`src/dqts_pkg.sv`:
```
// Shared types and codes of the delta-queue task scheduler.
package dqts_pkg;

  typedef enum logic [1:0] {
    OP_TICK     = 2'd0,
    OP_ADD      = 2'd1,
    OP_DELETE   = 2'd2,
    OP_DISPATCH = 2'd3
  } op_e;

  typedef enum logic [1:0] {
    ST_OK       = 2'd0,
    ST_NOT_DUE  = 2'd1,
    ST_FULL     = 2'd2,
    ST_NO_ID    = 2'd3
  } status_e;

  typedef struct packed {
    logic [1:0]  opcode;
    logic [31:0] delay_ticks;
    logic [31:0] period_ticks;
    logic [15:0] target_id;
  } req_t;

  typedef struct packed {
    logic [1:0]  status;
    logic [15:0] task_id;
    logic [4:0]  task_count;
  } res_t;

  typedef struct packed {
    logic [31:0] delta;
    logic [31:0] period;
    logic [15:0] ident;
  } entry_t;

  typedef enum logic [2:0] {
    CMD_NONE,
    CMD_ACCEPT,
    CMD_TICK,
    CMD_INS_EV,
    CMD_SHF_EV,
    CMD_DEL_EV,
    CMD_CMP_EV,
    CMD_DSP_EV
  } dp_cmd_e;

  typedef struct packed {
    logic full;
    logic ins_walk;
    logic ins_tail;
    logic shf_last;
    logic del_end;
    logic del_hit;
    logic cmp_end;
    logic reinsert;
    logic dsp_due;
  } dp_stat_t;

  typedef enum logic [3:0] {
    S_IDLE,
    S_TICK_RD,
    S_TICK_EV,
    S_INS_RD,
    S_INS_EV,
    S_SHF_RD,
    S_SHF_EV,
    S_DEL_RD,
    S_DEL_EV,
    S_CMP_RD,
    S_CMP_EV,
    S_DSP_RD,
    S_DSP_EV,
    S_DONE
  } state_e;

endpackage

```
`src/dqts_ctrl.sv`:
```
// Sequencer of the task scheduler: walks the table one entry per read/evaluate pair.
module dqts_ctrl import dqts_pkg::*; (
  input  logic       clk_i,
  input  logic       rst_ni,
  input  logic       start_i,
  input  logic [1:0] opcode_i,
  input  dp_stat_t   stat_i,
  output dp_cmd_e    cmd_o,
  output logic       busy_o,
  output logic       done_o
);

  state_e state_q, state_d;

  always_ff @(posedge clk_i or negedge rst_ni) begin
    if (!rst_ni) begin
      state_q <= S_IDLE;
    end else begin
      state_q <= state_d;
    end
  end

  always_comb begin
    state_d = state_q;
    unique case (state_q)
      S_IDLE: begin
        if (start_i) begin
          unique case (op_e'(opcode_i))
            OP_TICK:     state_d = S_TICK_RD;
            OP_ADD:      state_d = stat_i.full ? S_DONE : S_INS_RD;
            OP_DELETE:   state_d = S_DEL_RD;
            OP_DISPATCH: state_d = S_DSP_RD;
            default:     state_d = S_IDLE;
          endcase
        end
      end
      S_TICK_RD: state_d = S_TICK_EV;
      S_TICK_EV: state_d = S_DONE;
      S_INS_RD:  state_d = S_INS_EV;
      S_INS_EV: begin
        priority if (stat_i.ins_walk) state_d = S_INS_RD;
        else if (stat_i.ins_tail)     state_d = S_DONE;
        else                          state_d = S_SHF_RD;
      end
      S_SHF_RD: state_d = S_SHF_EV;
      S_SHF_EV: state_d = stat_i.shf_last ? S_DONE : S_SHF_RD;
      S_DEL_RD: state_d = S_DEL_EV;
      S_DEL_EV: begin
        priority if (stat_i.del_end) state_d = S_DONE;
        else if (stat_i.del_hit)     state_d = S_CMP_RD;
        else                         state_d = S_DEL_RD;
      end
      S_CMP_RD: state_d = S_CMP_EV;
      S_CMP_EV: begin
        priority if (!stat_i.cmp_end) state_d = S_CMP_RD;
        else if (stat_i.reinsert)     state_d = S_INS_RD;
        else                          state_d = S_DONE;
      end
      S_DSP_RD: state_d = S_DSP_EV;
      S_DSP_EV: state_d = stat_i.dsp_due ? S_CMP_RD : S_DONE;
      S_DONE:   state_d = S_IDLE;
      default:  state_d = S_IDLE;
    endcase
  end

  always_comb begin
    cmd_o  = CMD_NONE;
    busy_o = 1'b1;
    done_o = 1'b0;
    unique case (state_q)
      S_IDLE: begin
        busy_o = 1'b0;
        if (start_i) cmd_o = CMD_ACCEPT;
      end
      S_TICK_EV: cmd_o = CMD_TICK;
      S_INS_EV:  cmd_o = CMD_INS_EV;
      S_SHF_EV:  cmd_o = CMD_SHF_EV;
      S_DEL_EV:  cmd_o = CMD_DEL_EV;
      S_CMP_EV:  cmd_o = CMD_CMP_EV;
      S_DSP_EV:  cmd_o = CMD_DSP_EV;
      S_DONE:    done_o = 1'b1;
      default:   cmd_o = CMD_NONE;
    endcase
  end

endmodule

```
`src/dqts_dpath.sv`:
```
// Datapath of the task scheduler: task table memory, counters and the walking registers.
module dqts_dpath import dqts_pkg::*; #(
  parameter int MaxTasks = 16
) (
  input  logic     clk_i,
  input  logic     rst_ni,
  input  req_t     req_i,
  input  dp_cmd_e  cmd_i,
  output dp_stat_t stat_o,
  output res_t     res_o
);

  localparam int AW = $clog2(MaxTasks);
  localparam int CW = $clog2(MaxTasks + 1);

  entry_t mem_q [MaxTasks];
  entry_t rd_q;

  logic [CW-1:0] count_q, count_d;
  logic [31:0]   pending_q, pending_d;
  logic [15:0]   next_id_q, next_id_d;

  logic [CW-1:0] idx_q, idx_d, idx_m1;
  logic [31:0]   w_delay_q, w_delay_d, w_period_q, w_period_d;
  logic [15:0]   w_id_q, w_id_d, target_q, target_d;
  entry_t        carry_q, carry_d;
  logic          first_q, first_d;
  logic [1:0]    op_q, op_d, res_status_q, res_status_d;
  logic [15:0]   res_id_q, res_id_d;

  logic          wr_en;
  logic [AW-1:0] wr_addr;
  entry_t        wr_data;
  logic [31:0]   pend_inc;
  logic [32:0]   sum;

  always_ff @(posedge clk_i) begin
    if (wr_en) mem_q[wr_addr] <= wr_data;
    rd_q <= mem_q[idx_d[AW-1:0]];
  end

  always_ff @(posedge clk_i or negedge rst_ni) begin
    if (!rst_ni) begin
      count_q   <= '0;
      pending_q <= '0;
      next_id_q <= 16'd1;
    end else begin
      count_q   <= count_d;
      pending_q <= pending_d;
      next_id_q <= next_id_d;
    end
  end

  always_ff @(posedge clk_i) begin
    idx_q        <= idx_d;
    w_delay_q    <= w_delay_d;
    w_period_q   <= w_period_d;
    w_id_q       <= w_id_d;
    target_q     <= target_d;
    carry_q      <= carry_d;
    first_q      <= first_d;
    op_q         <= op_d;
    res_status_q <= res_status_d;
    res_id_q     <= res_id_d;
  end

  always_comb begin
    stat_o.full     = (count_q == CW'(MaxTasks));
    stat_o.ins_walk = (idx_q < count_q) && (rd_q.delta <= w_delay_q);
    stat_o.ins_tail = (idx_q >= count_q);
    stat_o.shf_last = (idx_q == count_q);
    stat_o.del_end  = (idx_q >= count_q);
    stat_o.del_hit  = (rd_q.ident == target_q);
    stat_o.cmp_end  = (idx_q >= count_q);
    stat_o.reinsert = (op_q == OP_DISPATCH) && (w_period_q != '0);
    stat_o.dsp_due  = (count_q != '0) && (rd_q.delta == '0);
  end

  always_comb begin
    count_d      = count_q;
    pending_d    = pending_q;
    next_id_d    = next_id_q;
    idx_d        = idx_q;
    w_delay_d    = w_delay_q;
    w_period_d   = w_period_q;
    w_id_d       = w_id_q;
    target_d     = target_q;
    carry_d      = carry_q;
    first_d      = first_q;
    op_d         = op_q;
    res_status_d = res_status_q;
    res_id_d     = res_id_q;
    idx_m1       = idx_q - CW'(1);
    wr_en        = 1'b0;
    wr_addr      = idx_q[AW-1:0];
    wr_data      = rd_q;
    pend_inc     = (pending_q == 32'hFFFF_FFFF) ? pending_q : pending_q + 32'd1;
    sum          = {1'b0, rd_q.delta} + {1'b0, carry_q.delta};
    unique case (cmd_i)
      CMD_NONE: ;
      CMD_ACCEPT: begin
        op_d         = req_i.opcode;
        w_delay_d    = req_i.delay_ticks;
        w_period_d   = req_i.period_ticks;
        target_d     = req_i.target_id;
        idx_d        = '0;
        res_status_d = ST_OK;
        res_id_d     = '0;
        if (req_i.opcode == OP_ADD) begin
          if (stat_o.full) begin
            res_status_d = ST_FULL;
          end else begin
            w_id_d    = next_id_q;
            res_id_d  = next_id_q;
            next_id_d = (next_id_q == 16'hFFFF) ? 16'd1 : next_id_q + 16'd1;
          end
        end
      end
      CMD_TICK: begin
        if (count_q == '0) begin
          pending_d = '0;
        end else if (rd_q.delta == '0) begin
          pending_d = pend_inc;
        end else if (rd_q.delta >= pend_inc) begin
          wr_en         = 1'b1;
          wr_data.delta = rd_q.delta - pend_inc;
          pending_d     = '0;
        end else begin
          wr_en         = 1'b1;
          wr_data.delta = '0;
          pending_d     = pend_inc - rd_q.delta;
        end
      end
      CMD_INS_EV: begin
        if (stat_o.ins_walk) begin
          w_delay_d = w_delay_q - rd_q.delta;
          idx_d     = idx_q + CW'(1);
        end else begin
          wr_en         = 1'b1;
          wr_data       = '{delta: w_delay_q, period: w_period_q, ident: w_id_q};
          carry_d       = rd_q;
          carry_d.delta = rd_q.delta - w_delay_q;
          if (stat_o.ins_tail) count_d = count_q + CW'(1);
          else                 idx_d   = idx_q + CW'(1);
        end
      end
      CMD_SHF_EV: begin
        wr_en   = 1'b1;
        wr_data = carry_q;
        carry_d = rd_q;
        if (stat_o.shf_last) count_d = count_q + CW'(1);
        else                 idx_d   = idx_q + CW'(1);
      end
      CMD_DEL_EV: begin
        if (stat_o.del_end) begin
          res_status_d = ST_NO_ID;
        end else begin
          if (stat_o.del_hit) begin
            carry_d.delta = rd_q.delta;
            first_d       = 1'b1;
          end
          idx_d = idx_q + CW'(1);
        end
      end
      CMD_CMP_EV: begin
        if (stat_o.cmp_end) begin
          count_d = count_q - CW'(1);
          idx_d   = '0;
        end else begin
          wr_en   = 1'b1;
          wr_addr = idx_m1[AW-1:0];
          if (first_q) wr_data.delta = sum[32] ? 32'hFFFF_FFFF : sum[31:0];
          first_d = 1'b0;
          idx_d   = idx_q + CW'(1);
        end
      end
      CMD_DSP_EV: begin
        if (!stat_o.dsp_due) begin
          res_status_d = ST_NOT_DUE;
        end else begin
          res_id_d   = rd_q.ident;
          w_delay_d  = rd_q.period;
          w_period_d = rd_q.period;
          w_id_d     = rd_q.ident;
          idx_d      = CW'(1);
          first_d    = 1'b0;
        end
      end
      default: ;
    endcase
  end

  assign res_o.status     = res_status_q;
  assign res_o.task_id    = res_id_q;
  assign res_o.task_count = 5'(count_q);

endmodule

```
`src/delta_queue_task_scheduler_unit.sv`:
```
// Top level of the delta-queue task scheduler.
//
// A request is taken on req_i when start_i is high and busy_o is low. The
// opcode selects tick, add, delete or dispatch. Every request produces one
// result on res_o, shown for exactly one cycle while done_o is high; the
// receiver cannot hold it off, so it must take it in that cycle.
// The table lives in a single-port-write, registered-read memory, and each
// table entry visited takes a read step and then an evaluate step. A tick
// visits only the head entry. An add walks to its slot and then shifts
// the entries behind it. A delete searches and compacts. A dispatch pops
// the head with a compaction and then, for a periodic task, runs a full
// insert. A refused add goes straight to the result.
// busy_o goes high in the cycle after the accept and stays high through the
// done_o cycle, so one request is in flight at a time.
// Reset empties the table, clears the piled-up tick count and restarts ids
// at one; table contents are not cleared since only held entries are read.
module delta_queue_task_scheduler_unit import dqts_pkg::*; #(
  parameter int MaxTasks = 16
) (
  input  logic clk_i,
  input  logic rst_ni,
  input  logic start_i,
  input  req_t req_i,
  output logic busy_o,
  output logic done_o,
  output res_t res_o
);

  dp_cmd_e  cmd;
  dp_stat_t stat;

  // The sequencer decides which table step runs each cycle.
  dqts_ctrl u_ctrl (
    .clk_i   (clk_i),
    .rst_ni  (rst_ni),
    .start_i (start_i),
    .opcode_i(req_i.opcode),
    .stat_i  (stat),
    .cmd_o   (cmd),
    .busy_o  (busy_o),
    .done_o  (done_o)
  );

  // The datapath holds the table and executes the commanded step.
  dqts_dpath #(
    .MaxTasks(MaxTasks)
  ) u_dpath (
    .clk_i (clk_i),
    .rst_ni(rst_ni),
    .req_i (req_i),
    .cmd_i (cmd),
    .stat_o(stat),
    .res_o (res_o)
  );

endmodule

```
`config.mk`:
```
export PLATFORM = sky130hd
export DESIGN_NAME = delta_queue_task_scheduler_unit
export DESIGN_NICKNAME = d
export VERILOG_FILES = /design/src/dqts_pkg.sv /design/src/dqts_ctrl.sv /design/src/dqts_dpath.sv /design/src/delta_queue_task_scheduler_unit.sv
export SDC_FILE = /design/constraint.sdc
export NUM_CORES = 2
export LEC_CHECK = 0
export ABC_CLOCK_PERIOD_IN_PS = 11090
export BUFFER_PORTS_ARGS = -buffer_cell sky130_fd_sc_hd__buf_2
export CAP_MARGIN = 20
export CELL_PAD_IN_SITES_DETAIL_PLACEMENT = 2
export CELL_PAD_IN_SITES_GLOBAL_PLACEMENT = 2
export CORE_MARGIN = 5
export CORE_UTILIZATION = 46
export CTS_BUF_LIST = sky130_fd_sc_hd__clkbuf_4 sky130_fd_sc_hd__clkbuf_8
export CTS_CLUSTER_DIAMETER = 200
export DETAILED_ROUTE_END_ITERATION = 6
export HOLD_SLACK_MARGIN = 0.12
export PLACE_DENSITY_LB_ADDON = 0.15
export SYNTH_ARGS = -nofsm -noshare
export SYNTH_HDL_FRONTEND = slang
export SYNTH_SLANG_ARGS = --single-unit
```
`constraint.sdc`:
```
create_clock -name clk_i -period 11.09 [get_ports clk_i]
set_input_delay 2.218 -clock clk_i [delete_from_list [all_inputs] [get_ports clk_i]]
set_output_delay 2.218 -clock clk_i [all_outputs]
set_load 0.02 [all_outputs]
```
==> run_results.csv <==
group,metric,value,unit
logic_synthesis,synth_nets,6479,
finish,final_common_cell,"edfxtp_1",
timing,finClkSkew,0.08217,ns
logic_synthesis,synth-edff-count,1478,
cts,clock_path_buffers,4,
finish,drive_gt1_frac,0.1207,
die,die_w,415.2,µm
cts,cts_setup_buffers,0,
die,dieArea,172400,µm²
detailed_routing,wl_per_cell,33.87,µm
worst_setup_path,worst-path-max-fanout,16,
status,failed_checks,"DRC",
logic_synthesis,synthCells,6217,
die,num_rows,148,
detailed_routing,wl,295400,µm
finish,area_growth,11.24,%
place,place_hpwl,172200,µm
worst_setup_path,crit_required,11.74,ns
timing,slew_headroom,0.1640,
cts,clk_latency,1.04,ns
logic_synthesis,yosysTopAreaCellShare,0.5878,
die,core-area,163000,µm²
global_routing,antenna_found_initial,6,
logic_synthesis,yosys-top-cells-area,"edfxtp_1, nand2_1, a32oi_1",
logic_synthesis,synthArstFlopShare,0.03521,
cts,htreeDepth,5,
worst_setup_path,crit_type,"flop to flop",
cts,cts_resized,0,
cts,cts_tree,"built",
timing,maxSlewViolCount,0,
die,boundaryPins,110,
timing,max_freq,0.1341,GHz
timing,tns,0,ns
logic_synthesis,syn_area_per_cell,12.15,µm²
global_routing,grt_pass1_vias,61460,
finish,layout.nets,6589,
detailed_routing,num_vias,56620,
logic_synthesis,synth_seq_area_share,0.6289,
place,gp_congestion,0.9167,
global_routing,grt_usage,0.3302,
global_routing,grt-ovfl-total,0,
logic_synthesis,ys_types,94,
cts,clkTransAtPathRegs,0.06,ns
timing,period_needed,7.457,ns
global_routing,grt_max_degree,202,
timing,rsz0062_at_grt,"no",
flow_run,drv_cap,0,
global_routing,grt_pass1_wl,424400,µm
logic_synthesis,synth_seq_cells,1619,
detailed_routing,via_per_inst,6.491,
place,io_buffers,109,
cts,cts_root_buf,"clkbuf_8",
status,status,"complete, but fails checks",
die,die_h,415.2,µm
timing,finalHoldViolCount,0,
finish,n_fill_cell,15710,
worst_setup_path,worstPathArrival,8.11,ns
detailed_routing,drt_iter0_drc,5971,
finish,final_cell_mix,"edfxtp_1, nand2_1, a22oi_1",
cts,cts_buffers,297,
logic_synthesis,synth_warnings,0,
timing,setup_viol,0,
logic_synthesis,yosys.area.top_type,"edfxtp_1",
timing,fin_crit_sh,0.6724,
worst_setup_path,cp-end-kind,"flop",
hold_path,hp-class,"flop to flop",
detailed_routing,first_pass_iters,7,
detailed_routing,detail-route-antenna-nets,0,
die,start_util,0.4634,
worst_setup_path,cp-start-kind,"flop",
logic_synthesis,ys.flop_type,"edfxtp_1",
cts,clock-sinks,1619,
cts,hold_buffers,0,
timing,worstMarginPinSlew,1.254,ns
logic_synthesis,synthesis.area,75510,µm²
detailed_routing,drc,4,
## layer usage
metal | GRT usage | vias up | share of wire | wire, µm
li1 | - | 23750 | - | -
met1 | 0.4120 | 29640 | 0.39 | 115200
met2 | 0.5650 | 2511 | 0.49 | 145300
met3 | 0.04813 | 727 | 0.064 | 18980
met4 | 0.1617 | 2 | 0.054 | 15970
met5 | 0 | - | 0.000037 | 11
## stage by stage
step	cell area, µm²	util	hold WS, ns	setup slack, ns	cells
after floorplan	75510	-	0.4289	3.311	6217
after global placement	78230	0.4800	0.4487	3.891	8198
after detailed placement	78230	0.4800	0.4608	3.596	8198
after CTS	83930	0.5150	0.4805	3.515	8714
after global routing	83990	0.5154	0.4998	3.270	8721
final	83990	0.5154	0.4870	3.633	8723
## kinds of logic after synthesis
family                   count (synthesis)  synth area share
buffers and inverters                  631           0.03637
flip-flops                            1619            0.6289
adder cells (fa/ha/maj)                177           0.02993
AO/OA/AOI/OAI                         1509            0.1470
multiplexers                           266           0.03528
XOR/XNOR                               189           0.02192
AND/OR/NAND/NOR                       1826            0.1005
## cells in the mapped netlist (all sizes together) (9+ instances only)
cell     instances
edfxtp        1478
nand2         1349
a22oi          330
a32oi          321
mux2i          265
clkbuf         243
o21ai          203
inv            199
a21oi          198
buf            188
nor2           174
ha             171
xnor2           97
a21o            96
xor2            92
dfxtp           84
dfrtp           56
a222oi          53
nand4           47
nor3            43
nand3           42
a221oi          36
o21a            33
o211ai          31
nor2b           29
and3            27
nand2b          27
nor4            24
a31oi           23
a211oi          21
o221ai          21
o21bai          19
o31ai           19
or3             15
and2            14
o22ai           11
or2             11
a211o            9
a221o            9
a2bb2oi          9
## flip-flops by register name (all words and copies together), names as in the netlist
signal	flops
u_dpath.carry_q	80
u_dpath.target_q	16
u_dpath.w_delay_q	32
u_dpath.w_id_q	16
u_dpath.w_period_q	32
u_dpath.first_q	1
u_dpath.res_id_q	16
u_dpath.count_q	5
u_dpath.pending_q	32
u_dpath.idx_q	5
u_dpath.mem_q	1280
u_dpath.rd_q	80
u_dpath.op_q	2
u_dpath.res_status_q	2
u_ctrl.state_q	4
u_dpath.next_id_q	16
## critical path, cell delays in order, from the launching register on
cell,delay (ns)
dfrtp_1,0.43
and4_1,0.28
nand4_1,0.32
nor2_1,0.32
nand2_1,0.29
nand2b_1,0.33
nor2_1,0.10
nand2_1,0.10
xnor2_1,0.16
ha_1,0.53
nand4_1,0.16
or3_1,0.38
o21ai_1,0.26
a31oi_1,0.30
a311o_1,0.41
a21boi_1,0.64
nand2_1,0.59
o21ai_0,0.42
nor3_1,0.11
a211oi_2,0.92
## area by class of cell
type | instances | area [µm²] | share of cell area
antenna | 4 | 10.01 | 0.0001192
clock buffer | 435 | 5230 | 0.06227
clock inverter | 81 | 470.5 | 0.005601
inverter | 200 | 758.2 | 0.009027
multi-input combinational | 3967 | 25560 | 0.3043
sequential | 1619 | 47490 | 0.5654
tap | 2175 | 2721 | 0.03240
timing repair buffer | 242 | 1754 | 0.02088
## path summary, 6_finish.rpt
kind                                       from               endpoint  slack [ns]  depth (start not counted)
max                        u_dpath.pending_q[3]   u_dpath.mem_q[1][48]        3.63                         19
min                            u_dpath.rd_q[47]    u_dpath.carry_q[47]        0.49                          0
max reg2reg                u_dpath.pending_q[3]   u_dpath.mem_q[1][48]        3.63                         19
min reg2reg                    u_dpath.rd_q[47]    u_dpath.carry_q[47]        0.49                          0
max in group asynchronous                rst_ni   u_dpath.next_id_q[8]        8.95                          1
min in group asynchronous                rst_ni  u_dpath.pending_q[30]        1.36                          1
Power is left out: the tool's default activity adds up to more than one toggle a clock period on the data nets, which glitch-free logic cannot reach.
